==> src/design/rpf_pkg.sv <==
`timescale 1ns / 1ps

package rpf_pkg;

    localparam int MAX_GROUPS_DEF  = 64;
    localparam int COORD_WIDTH_DEF = 16;

    localparam int IN_COORD_W = 16;
    localparam int IDX_W      = 6;
    localparam int DELTA_W    = 17;
    localparam int DIST_W     = 33;
    localparam int RESULT_CAP = 63;
    localparam int RES_CNT_W  = $clog2(RESULT_CAP + 1);

    localparam logic FUNC_LOAD  = 1'b0;
    localparam logic FUNC_QUERY = 1'b1;

    typedef enum logic [3:0] {
        ST_IDLE   = 4'b0001,
        ST_BASE   = 4'b0010,
        ST_WALK   = 4'b0100,
        ST_FINISH = 4'b1000
    } t_state;

endpackage

==> src/design/rpf_if.sv <==
`timescale 1ns / 1ps

interface rpf_in_if;
    logic                                   valid;
    logic                                   ready;
    logic                                   func;
    logic                                   start_set;
    logic signed [rpf_pkg::IN_COORD_W-1:0]  group_col;
    logic signed [rpf_pkg::IN_COORD_W-1:0]  group_row;
    logic        [rpf_pkg::IDX_W-1:0]       query_index;

    modport source (output valid, func, start_set, group_col, group_row, query_index,
                    input ready);
    modport sink   (input valid, func, start_set, group_col, group_row, query_index,
                    output ready);
endinterface

interface rpf_out_if;
    logic                                valid;
    logic                                ready;
    logic        [rpf_pkg::IDX_W-1:0]    query_group;
    logic        [rpf_pkg::IDX_W-1:0]    other_group;
    logic signed [rpf_pkg::DELTA_W-1:0]  delta_col;
    logic signed [rpf_pkg::DELTA_W-1:0]  delta_row;
    logic                                found;
    logic                                last;

    modport source (output valid, query_group, other_group, delta_col, delta_row, found, last,
                    input ready);
    modport sink   (input valid, query_group, other_group, delta_col, delta_row, found, last,
                    output ready);
endinterface

interface rpf_cfg_if;
    logic                          valid;
    logic                          ready;
    logic [rpf_pkg::DIST_W-1:0]    data;

    modport source (output valid, data, input ready);
    modport sink   (input valid, data, output ready);
endinterface

==> src/design/rpf_ram.sv <==
`timescale 1ns / 1ps

module rpf_ram #(
    parameter int WIDTH = 32,
    parameter int DEPTH = 64
) (
    input  logic                     i_clk,
    input  logic                     i_we,
    input  logic [$clog2(DEPTH)-1:0] i_waddr,
    input  logic [WIDTH-1:0]         i_wdata,
    input  logic                     i_re,
    input  logic [$clog2(DEPTH)-1:0] i_raddr,
    output logic [WIDTH-1:0]         o_rdata
);

    logic [WIDTH-1:0] r_mem [DEPTH];
    logic [WIDTH-1:0] r_rdata;

    always_ff @(posedge i_clk) begin
        if (i_we) begin
            r_mem[i_waddr] <= i_wdata;
        end
        if (i_re) begin
            r_rdata <= r_mem[i_raddr];
        end
    end

    assign o_rdata = r_rdata;

endmodule

==> src/design/radius_pair_finder.sv <==
`timescale 1ns / 1ps
// Load beat: no result.
// Query of group i: ready is low until its last beat is pushed (straight via FINISH when i
// is not loaded); one distance test per cycle, while the output does not stall, through the
// shared delta / square / compare pipeline fed by the store's read port.
// Ready is high only between items; output stalls freeze the pipeline.
// Reset clears the group count, max_dist_sq and all handshake state; store contents persist.
module radius_pair_finder #(
    parameter int MAX_GROUPS  = rpf_pkg::MAX_GROUPS_DEF,
    parameter int COORD_WIDTH = rpf_pkg::COORD_WIDTH_DEF
) (
    input  logic         i_clk,
    input  logic         i_rst_n,
    rpf_in_if.sink       i_in,
    rpf_out_if.source    o_out,
    rpf_cfg_if.sink      i_cfg
);

    localparam int AW   = $clog2(MAX_GROUPS);
    localparam int CNTW = $clog2(MAX_GROUPS + 1);
    localparam int CMPW = (CNTW > rpf_pkg::IDX_W) ? CNTW : rpf_pkg::IDX_W;
    localparam int DW   = COORD_WIDTH + 1;
    localparam int PW   = 2 * DW;
    localparam int SW   = PW + 1;
    localparam int DCW  = (SW > rpf_pkg::DIST_W) ? SW : rpf_pkg::DIST_W;
    localparam int MW   = 2 * COORD_WIDTH;

    rpf_pkg::t_state r_state, n_state;

    logic [rpf_pkg::DIST_W-1:0]   r_max_dist;
    logic [CNTW-1:0]              r_count;
    logic [rpf_pkg::IDX_W-1:0]    r_qi;
    logic [CNTW-1:0]              r_j;
    logic [rpf_pkg::RES_CNT_W-1:0] r_nres;
    logic [MW-1:0]                r_base;

    logic                         r_v1, r_v2, r_v3;
    logic [AW-1:0]                r_j1, r_j2, r_j3;
    logic signed [DW-1:0]         r_dx, r_dy, r_dx3, r_dy3;
    logic [PW-1:0]                r_sqx, r_sqy;

    logic                               r_pend_v;
    logic [rpf_pkg::IDX_W-1:0]          r_pend_j;
    logic signed [rpf_pkg::DELTA_W-1:0] r_pend_dc, r_pend_dr;

    logic                               r_out_valid;
    logic [rpf_pkg::IDX_W-1:0]          r_out_qg, r_out_og;
    logic signed [rpf_pkg::DELTA_W-1:0] r_out_dc, r_out_dr;
    logic                               r_out_found, r_out_last;

    logic                  w_accept, w_load, w_query, w_qi_ok;
    logic                  w_adv, w_more, w_issue, w_pipe_busy, w_qual, w_push;
    logic                  w_we, w_re;
    logic [AW-1:0]         w_waddr, w_raddr;
    logic [MW-1:0]         w_wdata, w_rdata;
    logic signed [COORD_WIDTH-1:0] w_col_j, w_row_j, w_col_b, w_row_b;
    logic [SW-1:0]         w_sum;

    logic [rpf_pkg::IDX_W-1:0]          w_push_og;
    logic signed [rpf_pkg::DELTA_W-1:0] w_push_dc, w_push_dr;
    logic                               w_push_found, w_push_last;

    assign i_in.ready = (r_state == rpf_pkg::ST_IDLE);
    assign i_cfg.ready = 1'b1;

    assign w_accept = i_in.valid && i_in.ready;
    assign w_load   = w_accept && (i_in.func == rpf_pkg::FUNC_LOAD);
    assign w_query  = w_accept && (i_in.func == rpf_pkg::FUNC_QUERY);
    assign w_qi_ok  = CMPW'(i_in.query_index) < CMPW'(r_count);

    assign w_adv       = !r_out_valid || o_out.ready;
    assign w_more      = (r_j < r_count) && (r_nres < rpf_pkg::RES_CNT_W'(rpf_pkg::RESULT_CAP));
    assign w_issue     = (r_state == rpf_pkg::ST_WALK) && w_adv && w_more;
    assign w_pipe_busy = r_v1 || r_v2 || r_v3;

    // store port
    assign w_we    = w_load && (i_in.start_set || (r_count < CNTW'(MAX_GROUPS)));
    assign w_waddr = i_in.start_set ? '0 : r_count[AW-1:0];
    assign w_wdata = {COORD_WIDTH'(i_in.group_col), COORD_WIDTH'(i_in.group_row)};
    assign w_re    = w_issue || (w_query && w_qi_ok);
    assign w_raddr = w_issue ? r_j[AW-1:0] : AW'(i_in.query_index);

    rpf_ram #(
        .WIDTH (MW),
        .DEPTH (MAX_GROUPS)
    ) u_store (
        .i_clk   (i_clk),
        .i_we    (w_we),
        .i_waddr (w_waddr),
        .i_wdata (w_wdata),
        .i_re    (w_re),
        .i_raddr (w_raddr),
        .o_rdata (w_rdata)
    );

    assign w_col_j = w_rdata[MW-1:COORD_WIDTH];
    assign w_row_j = w_rdata[COORD_WIDTH-1:0];
    assign w_col_b = r_base[MW-1:COORD_WIDTH];
    assign w_row_b = r_base[COORD_WIDTH-1:0];

    assign w_sum  = SW'(r_sqx) + SW'(r_sqy);
    assign w_qual = r_v3 && (DCW'(w_sum) <= DCW'(r_max_dist))
                    && (r_nres < rpf_pkg::RES_CNT_W'(rpf_pkg::RESULT_CAP));

    always_comb begin
        w_push       = 1'b0;
        w_push_og    = r_pend_j;
        w_push_dc    = r_pend_dc;
        w_push_dr    = r_pend_dr;
        w_push_found = 1'b1;
        w_push_last  = 1'b0;
        if (r_state == rpf_pkg::ST_WALK) begin
            w_push = w_adv && w_qual && r_pend_v;
        end else if (r_state == rpf_pkg::ST_FINISH) begin
            w_push      = w_adv;
            w_push_last = 1'b1;
            if (!r_pend_v) begin
                w_push_og    = '0;
                w_push_dc    = '0;
                w_push_dr    = '0;
                w_push_found = 1'b0;
            end
        end
    end

    always_comb begin
        n_state = r_state;
        case (r_state)
            rpf_pkg::ST_IDLE: begin
                if (w_query) begin
                    n_state = w_qi_ok ? rpf_pkg::ST_BASE : rpf_pkg::ST_FINISH;
                end
            end
            rpf_pkg::ST_BASE: begin
                n_state = rpf_pkg::ST_WALK;
            end
            rpf_pkg::ST_WALK: begin
                if (!w_more && !w_pipe_busy) begin
                    n_state = rpf_pkg::ST_FINISH;
                end
            end
            rpf_pkg::ST_FINISH: begin
                if (w_adv) begin
                    n_state = rpf_pkg::ST_IDLE;
                end
            end
            default: n_state = rpf_pkg::ST_IDLE;
        endcase
    end

    // control
    always_ff @(posedge i_clk) begin
        if (!i_rst_n) begin
            r_state     <= rpf_pkg::ST_IDLE;
            r_max_dist  <= '0;
            r_count     <= '0;
            r_v1        <= 1'b0;
            r_v2        <= 1'b0;
            r_v3        <= 1'b0;
            r_pend_v    <= 1'b0;
            r_nres      <= '0;
            r_out_valid <= 1'b0;
        end else begin
            r_state <= n_state;
            if (i_cfg.valid && i_cfg.ready) begin
                r_max_dist <= i_cfg.data;
            end
            if (w_load) begin
                if (i_in.start_set) begin
                    r_count <= CNTW'(1);
                end else if (r_count < CNTW'(MAX_GROUPS)) begin
                    r_count <= r_count + CNTW'(1);
                end
            end
            if (w_query) begin
                r_pend_v <= 1'b0;
                r_nres   <= '0;
            end else if (r_state == rpf_pkg::ST_WALK && w_adv && w_qual) begin
                r_pend_v <= 1'b1;
                r_nres   <= r_nres + rpf_pkg::RES_CNT_W'(1);
            end
            if (w_adv) begin
                r_v1 <= w_issue;
                r_v2 <= r_v1;
                r_v3 <= r_v2;
            end
            if (o_out.valid && o_out.ready) begin
                r_out_valid <= 1'b0;
            end
            if (w_push) begin
                r_out_valid <= 1'b1;
            end
        end
    end

    // datapath
    always_ff @(posedge i_clk) begin
        if (w_query) begin
            r_qi <= i_in.query_index;
            r_j  <= CNTW'(i_in.query_index) + CNTW'(1);
        end else if (w_issue) begin
            r_j <= r_j + CNTW'(1);
        end
        if (r_state == rpf_pkg::ST_BASE) begin
            r_base <= w_rdata;
        end
        if (w_adv) begin
            r_j1  <= r_j[AW-1:0];
            r_j2  <= r_j1;
            r_dx  <= DW'(w_col_j) - DW'(w_col_b);
            r_dy  <= DW'(w_row_j) - DW'(w_row_b);
            r_j3  <= r_j2;
            r_dx3 <= r_dx;
            r_dy3 <= r_dy;
            r_sqx <= PW'(PW'(r_dx) * PW'(r_dx));
            r_sqy <= PW'(PW'(r_dy) * PW'(r_dy));
        end
        if (r_state == rpf_pkg::ST_WALK && w_adv && w_qual) begin
            r_pend_j  <= rpf_pkg::IDX_W'(r_j3);
            r_pend_dc <= rpf_pkg::DELTA_W'(r_dx3);
            r_pend_dr <= rpf_pkg::DELTA_W'(r_dy3);
        end
        if (w_push) begin
            r_out_qg    <= r_qi;
            r_out_og    <= w_push_og;
            r_out_dc    <= w_push_dc;
            r_out_dr    <= w_push_dr;
            r_out_found <= w_push_found;
            r_out_last  <= w_push_last;
        end
    end

    assign o_out.valid       = r_out_valid;
    assign o_out.query_group = r_out_qg;
    assign o_out.other_group = r_out_og;
    assign o_out.delta_col   = r_out_dc;
    assign o_out.delta_row   = r_out_dr;
    assign o_out.found       = r_out_found;
    assign o_out.last        = r_out_last;

    a_count_range: assert property (@(posedge i_clk) disable iff (!i_rst_n)
        r_count <= CNTW'(MAX_GROUPS))
        else $error("group count beyond store depth");

    a_idle_pipe_empty: assert property (@(posedge i_clk) disable iff (!i_rst_n)
        (r_state == rpf_pkg::ST_IDLE) |-> !(r_v1 || r_v2 || r_v3))
        else $error("distance pipeline busy while idle");

    a_empty_is_last: assert property (@(posedge i_clk) disable iff (!i_rst_n)
        (o_out.valid && !o_out.found) |-> o_out.last)
        else $error("empty beat not marked last");

    a_finish_emits: assert property (@(posedge i_clk) disable iff (!i_rst_n)
        (r_state == rpf_pkg::ST_FINISH && w_adv) |=> (o_out.valid && o_out.last))
        else $error("query finished without a last beat");

    a_res_cap: assert property (@(posedge i_clk) disable iff (!i_rst_n)
        r_nres <= rpf_pkg::RES_CNT_W'(rpf_pkg::RESULT_CAP))
        else $error("result count beyond cap");

endmodule

==> src/flat_wrapper.sv <==
// flat-port wrapper written by rule: the top's interface ports become plain ports
module radius_pair_finder_flat 
#(
    parameter int MAX_GROUPS  = rpf_pkg::MAX_GROUPS_DEF,
    parameter int COORD_WIDTH = rpf_pkg::COORD_WIDTH_DEF
)
  (i_clk, i_rst_n, i_in_valid, i_in_func, i_in_start_set, i_in_group_col, i_in_group_row, i_in_query_index, i_in_ready, o_out_valid, o_out_query_group, o_out_other_group, o_out_delta_col, o_out_delta_row, o_out_found, o_out_last, o_out_ready, i_cfg_valid, i_cfg_data, i_cfg_ready);
  rpf_in_if i_in_i ();
  rpf_out_if o_out_i ();
  rpf_cfg_if i_cfg_i ();
  input  logic i_clk;
  input  logic i_rst_n;
  input wire logic [$bits(i_in_i.valid)-1:0] i_in_valid;
  input wire logic [$bits(i_in_i.func)-1:0] i_in_func;
  input wire logic [$bits(i_in_i.start_set)-1:0] i_in_start_set;
  input wire logic [$bits(i_in_i.group_col)-1:0] i_in_group_col;
  input wire logic [$bits(i_in_i.group_row)-1:0] i_in_group_row;
  input wire logic [$bits(i_in_i.query_index)-1:0] i_in_query_index;
  output wire logic [$bits(i_in_i.ready)-1:0] i_in_ready;
  output wire logic [$bits(o_out_i.valid)-1:0] o_out_valid;
  output wire logic [$bits(o_out_i.query_group)-1:0] o_out_query_group;
  output wire logic [$bits(o_out_i.other_group)-1:0] o_out_other_group;
  output wire logic [$bits(o_out_i.delta_col)-1:0] o_out_delta_col;
  output wire logic [$bits(o_out_i.delta_row)-1:0] o_out_delta_row;
  output wire logic [$bits(o_out_i.found)-1:0] o_out_found;
  output wire logic [$bits(o_out_i.last)-1:0] o_out_last;
  input wire logic [$bits(o_out_i.ready)-1:0] o_out_ready;
  input wire logic [$bits(i_cfg_i.valid)-1:0] i_cfg_valid;
  input wire logic [$bits(i_cfg_i.data)-1:0] i_cfg_data;
  output wire logic [$bits(i_cfg_i.ready)-1:0] i_cfg_ready;
  assign i_in_i.valid = i_in_valid;
  assign i_in_i.func = i_in_func;
  assign i_in_i.start_set = i_in_start_set;
  assign i_in_i.group_col = i_in_group_col;
  assign i_in_i.group_row = i_in_group_row;
  assign i_in_i.query_index = i_in_query_index;
  assign i_in_ready = i_in_i.ready;
  assign o_out_valid = o_out_i.valid;
  assign o_out_query_group = o_out_i.query_group;
  assign o_out_other_group = o_out_i.other_group;
  assign o_out_delta_col = o_out_i.delta_col;
  assign o_out_delta_row = o_out_i.delta_row;
  assign o_out_found = o_out_i.found;
  assign o_out_last = o_out_i.last;
  assign o_out_i.ready = o_out_ready;
  assign i_cfg_i.valid = i_cfg_valid;
  assign i_cfg_i.data = i_cfg_data;
  assign i_cfg_ready = i_cfg_i.ready;
  radius_pair_finder #(.MAX_GROUPS(MAX_GROUPS), .COORD_WIDTH(COORD_WIDTH)) u_core (.i_clk(i_clk), .i_rst_n(i_rst_n), .i_in(i_in_i), .o_out(o_out_i), .i_cfg(i_cfg_i));
endmodule
==> config.mk <==
export PLATFORM = sky130hd
export DESIGN_NAME = radius_pair_finder_flat
export DESIGN_NICKNAME = d
export VERILOG_FILES = /design/src/design/rpf_pkg.sv /design/src/design/rpf_if.sv /design/src/design/rpf_ram.sv /design/src/design/radius_pair_finder.sv /design/src/flat_wrapper.sv
export SDC_FILE = /design/constraint.sdc
export NUM_CORES = 2
export LEC_CHECK = 0
export ABC_AREA = 0
export BUFFER_PORTS_ARGS = -buffer_cell sky130_fd_sc_hd__buf_2
export CORE_MARGIN = 2
export CORE_UTILIZATION = 30
export DETAILED_ROUTE_END_ITERATION = 8
export PLACE_DENSITY = 0.44
export SLEW_MARGIN = 40
export SYNTH_ARGS = -nofsm -noshare
export SYNTH_HDL_FRONTEND = slang
export SYNTH_SLANG_ARGS = --single-unit
==> constraint.sdc <==
create_clock -name i_clk -period 7.9 [get_ports i_clk]
set_input_delay 0.79 -clock i_clk [delete_from_list [all_inputs] [get_ports i_clk]]
set_output_delay 0.79 -clock i_clk [all_outputs]
set_load 0.02 [all_outputs]
Word level (Yosys, flattened, before mapping):

Memory sizes are Yosys's and may differ from the RTL's. A register that Yosys moved wholly into a read port is not among the register bits.
Cells that the tools add are included.

* mux-type cells: 28
* bitwise gates (word level): 3
* $add $sub $neg: 7
* multiply operators: 2
* order comparisons: 5
* equality and inequality tests: 7
* reductions and logical operators: 30

Operators with widths (count)
* $mux 17: 6
* $mul 17x17->34: 2
* $add 34x34->35: 1
* $le 35x33->1: 1
* $sub 16x16->17: 2
* $mux 6: 5
* $mux 7: 4
* $mux 4: 4
* $pmux 4 s4: 1
* $logic_and 1x1->1: 15
* $add 7x1->7 const B: 2
* $mux 1: 8
* $add 6x1->7 const B: 1
* $lt 6x7->1: 1
* $lt 7x7->1: 1
* $lt 7x7->1 const B: 1
* $add 6x1->6 const B: 1
* $lt 6x6->1 const B: 1
* $reduce_bool 2->1: 3
* $logic_or 1x1->1: 5
* $eq 4x1->1 const B: 1
* $eq 4x2->1 const B: 1
* $eq 4x3->1 const B: 1
* $eq 4x4->1 const B: 1
* 7 further kinds: 13

* memory bits (writable): 2048
* word-level logic and storage cells: 113
* output and inout port bits: 51
* bits in registers: 342
* memories: 1
* input port bits: 78

Memory list
* u_core.u_store.r_mem: depth 64, bits a word 32, read ports 1, clocked after memory_dff 1, write ports 1, RTL line rpf_ram.sv:16 `logic [WIDTH-1:0] r_mem [DEPTH];`

Logic depth before layout (Yosys ltp):

* depth in word-level cells: 8
* mapped depth: 25
* mapped depth without buffers: 24

By module:

From an unflattened synthesis, not the netlist that was laid out.

* cells, all modules: 6649
* area, all modules: 113916.8 µm²

By module, submodules not included
* rpf_ram: cells each 3324, area an instance 78835.6 µm², sequential area each 62459.9 µm², instances 1
* radius_pair_finder: cells each 3325, area an instance 35081.1 µm², sequential area each 9599.2 µm², instances 1

Worst setup path after synthesis:

No wires, ideal clock.

* kind: input port to flip-flop
* from: input port o_out_ready
* to: register u_core.r_out_dc (netlist bit u_core.o_out.delta_col[0]) (enable)
* slack: -0.150 ns
* library setup time: 0.471 ns
* path buffers: 1
* data required time: 7.429 ns
* stages on the path: 8
* data arrival time: 7.579 ns
* cell sequence: nor2b_1 -> inv_1 -> nand3_1 -> a311o_1 -> a211oi_1 -> o211ai_1 -> buf_2 -> o22ai_1

* cells in the longest elaborated chain, start to end: 4
* elaborated cells between the ends (all ways): 5
* those cells by class: 2 x mux; 3 x reduce/logical

RTL lines
* start: declaration: RTL line flat_wrapper.sv:27 `input wire logic [$bits(o_out_i.ready)-1:0] o_out_ready;`
* $logic_or 1x1->1 (*): RTL line radius_pair_finder.sv:71 `assign w_adv = !r_out_valid || o_out.ready;`
* net u_core.w_adv: RTL line radius_pair_finder.sv:52 `logic w_adv, w_more, w_issue, w_pipe_busy, w_qual, w_push;`
* $logic_and 1x1->1 (2 in series): RTL line radius_pair_finder.sv:113 `w_push = w_adv && w_qual && r_pend_v;`
* $mux 1 (*): RTL line radius_pair_finder.sv:112 `if (r_state == rpf_pkg::ST_WALK) begin`
* net u_core.w_push: RTL line radius_pair_finder.sv:52
* end signal: assignment: RTL line radius_pair_finder.sv:226 `r_out_dc <= w_push_dc;`
* end: declaration: RTL line radius_pair_finder.sv:48 `logic signed [rpf_pkg::DELTA_W-1:0] r_out_dc, r_out_dr;`

Mark *: on every way through the listed nets, which the timed path passes. The rest lies on a longest branch.
A chain may end at the register's enable or synchronous reset.

Worst setup path in the final report:

* from: register u_core.r_dx[13]
* to: register u_core.r_sqx[33], data pin

* cells in the longest elaborated chain, start to end: 1

RTL lines
* start: declaration: RTL line radius_pair_finder.sv:39 `logic signed [DW-1:0] r_dx, r_dy, r_dx3, r_dy3;`
* start signal: assignment: RTL line radius_pair_finder.sv:210 `r_dx <= DW'(w_col_j) - DW'(w_col_b);`
* $mul 17x17->34: RTL line radius_pair_finder.sv:215 `r_sqx <= PW'(PW'(r_dx) * PW'(r_dx));`
* end signal: assignment: RTL line radius_pair_finder.sv:215
* end: declaration: RTL line radius_pair_finder.sv:40 `logic [PW-1:0] r_sqx, r_sqy;`

No other way between the ends.

==> metrics.csv <==
metric;value;unit
Port Buf Inserts;127;
die footprint;383000;um2
CP Launch Type;flop;
Slew HR;0.400;
Final Max Slew Viols;0;
clock root buffer;clkbuf_16;
Post-Syn Area per Cell;17.3;um2
Area growth, synth to finish;15.1;%
Fin Setup TNS;0;ns
share of post-route cells with drive strength above 1;0.185;
fmax;139;MHz
dominant synthesized flop cell;edfxtp_1;
Placer Congestion;0.803;
first-pass GRT wire length;471000;um
HP Class;in2reg;
FF+latch count, synth;2418;
RSZ-0062 raised after global routing;no;
I/O pin cnt;129;
final worst path period need;7.21;ns
pin count of the biggest net entering global routing;88;
clk_skew;0.0907;ns
crit end category;flop;
Synth cell types;81;
worst reg-to-reg path cell count;24;
clk slew on worst S/H paths;0.06;ns
TritonCTS clock tree;done;
WP data arrival;7.79;ns
CTS sink count;2418;
post-synthesis sequential area ratio;0.635;
buffer depth of the longest clock path;4;
most used cell, CP;inv_1;
status;completed;
reg2reg start;u_core.r_dx[13];
cts repair resizes;0;
Clock Latency Late Sink;0.91;ns
Hold Path Cell Cnt;3;
Crit Path Max Fanout;17;
multiplexer share of the synthesized area;0.107;
Max Cap Viol;0;
storage element area;72100;um2
WP data required;8.48;ns
Finish-stage setup viols;0;
core box area;376000;um2
die height;619;um
Antenna Nets Post-Route;0;
Synth Area in Simple Gates;0.0438;
Post-CTS Setup Inserts;0;
initial antenna violation count;23;
largest family of logic cells by synthesized area;adder cells;
Synth Area in XOR/XNOR;0.0113;
vias per inst;4.91;
reg-to-reg setup timing slack;0.69;ns
1st-iter DRT viols;4994;
HPWL Detailed;210000;um
worst hold start;i_cfg_data[13];
area occupied by multi-input gates;38000;um2
overall routing resource usage;0.171;
Hold Buf Count CTS;0;
worst-path cell chain;inv_1 -> nor2_1 -> inv_1 -> fa_1 -> inv_1 -> fa_1 -> inv_1 -> fa_1 -> inv_1 -> fa_1 -> fa_1 -> inv_1 -> fa_1 -> inv_1 -> ha_1 -> a21o_1 -> a21o_1 -> a2111oi_0 -> o2111ai_1 -> nand3_1 -> a31oi_1 -> a21o_1 -> a21oi_1 -> xnor2_1;
Starting Density;0.302;
Final period util;0.913;
DR vias;59600;
CP peak stage delay;0.84;ns
syn_nets;7458;
Min-Delay Endpoint;u_core.r_max_dist[13];
vias in the first global route;63600;
Syn Inst Count;6552;
complex-gate fraction of the synthesized area;0.0386;
adder-cell share of the synthesized area;0.127;
worst slew pin tran;0.900;ns
GRT Residual Overflow;0;
fin nets;7849;
FILL cells;35900;
Site Rows;225;
H-Tree Depth;5;
crit path kind;reg2reg;
EDFF count, synth;2363;
total CTS buffers;285;
Die X;619;um
DR WL/cell;27.2;um
Reg-to-Reg End;u_core.r_sqx[33];
Fin. Hold Viols;0;
synth warn;0;
area of the mapped netlist;113000;um2
Post-synth ARST share;0;
drt total wl;330000;um
drt first pass iters;7;
DRC;0;
highest-delay cell along the critical path;edfxtp_1;
placed cells by master, fill, tap and decap left out, types with 84 or more instances in the layout:
cell type,synthesis,routed
nor2b_1,125,125
buf_4,56,195
fa_1,534,534
nor2_1,189,125
and2_1,118,118
nand4_1,84,84
clkbuf_16,0,291
a21oi_1,105,102
nand2_1,226,223
mux4_2,475,475
a22oi_1,256,256
edfxtp_1,2363,2363
inv_1,765,763
xnor2_1,109,109
buf_2,25,107
ha_1,294,294
critical path: cells and delay by family, from the launching register on:
kind                     cells  cell delay, ns
AO/OA/AOI/OAI                7            1.79
XOR/XNOR                     1            0.07
adder cells (fa/ha/maj)      7            3.25
buffers and inverters        7            0.56
flip-flops                   1            0.84
AND/OR/NAND/NOR              2            0.45
registers in the layout (all words and copies together), names as in the netlist, 32 cells and up:
| signal | flops |
|---|---|
| u_core.u_store.o_rdata | 32 |
| u_core.r_sqy | 33 |
| u_core.r_base | 32 |
| u_core.r_sqx | 33 |
| u_core.r_max_dist | 33 |
| u_core.u_store.r_mem | 2048 |
metal layers:
metal / part of all wire / track usage / vias up
li1: - / - / 25600
met1: 0.43 / 0.226 / 32400
met2: 0.51 / 0.302 / 1287
met3: 0.042 / 0.0212 / 404
met4: 0.019 / 0.0357 / 2
met5: 0.000039 / 0 / -
Yosys cell counts (44+ instances only):
| library cell | instances | area share |
|---|---|---|
| clkbuf_1 | 113 | 0.0037 |
| edfxtp_1 | 2363 | 0.63 |
| nand2_1 | 226 | 0.0075 |
| nor2_1 | 189 | 0.0063 |
| o21ai_0 | 77 | 0.0034 |
| nand4_1 | 84 | 0.0046 |
| buf_4 | 56 | 0.0037 |
| mux4_2 | 475 | 0.094 |
| mux2i_1 | 44 | 0.0039 |
| nand3_1 | 51 | 0.0022 |
| nor3_1 | 44 | 0.0019 |
| ha_1 | 294 | 0.032 |
| nor2b_1 | 125 | 0.0069 |
| inv_1 | 765 | 0.025 |
| dfxtp_1 | 55 | 0.0097 |
| a22oi_1 | 256 | 0.017 |
| a21oi_1 | 105 | 0.0046 |
| and2_1 | 118 | 0.0065 |
| xnor2_1 | 109 | 0.0084 |
| fa_1 | 534 | 0.094 |
area by class of cell:
class                   count  area share
multi-input cells        3133       0.291
inverters                 767      0.0221
diodes                      7    0.000134
flip-flops and latches   2418       0.552
clock buffers             352      0.0577
well taps                4994      0.0479
clock inverters           141     0.00931
repair buffers            338      0.0204
logic make-up (layout without fill, tap and decap cells):
group / count (synthesis) / in the layout
DFF: 2418 / 2418
AOI/OAI and AO/OA: 630 / 630
muxes: 560 / 560
buffers and inverters: 1001 / 1598
other: 1 / 8
adders and majority gates: 828 / 828
xor gates and xnor gates: 146 / 146
and+or+nand+nor: 968 / 968
worst max path at each step:
stage | start | end | slack (ns) | cells past startpoint
2_1_floorplan | u_core.r_sqy[6] | u_core.o_out.delta_col[0] | 0.94 | 19
3_3_place_gp | u_core.r_dy[4] | u_core.r_sqy[33] | 0.77 | 22
3_5_place_dp | u_core.r_dx[13] | u_core.r_sqx[33] | 0.69 | 24
4_1_cts | u_core.r_dx[13] | u_core.r_sqx[33] | 0.70 | 24
5_1_grt | u_core.r_dx[13] | u_core.r_sqx[33] | 0.26 | 24
6_report | u_core.r_dx[13] | u_core.r_sqx[33] | 0.69 | 24
metrics by stage:
| step | utilization | area, um2 | hold WS (ns) | instances | setup slack (ns) |
|---|---|---|---|---|---|
| global route | 0.347 | 131000 | 0.173 | 12100 | 0.258 |
| global placement | 0.323 | 121000 | 0.402 | 11600 | 0.766 |
| detailed placement | 0.324 | 122000 | 0.405 | 11600 | 0.690 |
| floorplan | - | 113000 | 0.400 | 6552 | 0.937 |
| finish | 0.347 | 131000 | 0.207 | 12200 | 0.687 |
| CTS | 0.347 | 131000 | 0.119 | 12100 | 0.696 |
Power is left out: the tool's default activity adds up to more than one toggle a clock period on the data nets, which glitch-free logic cannot reach.
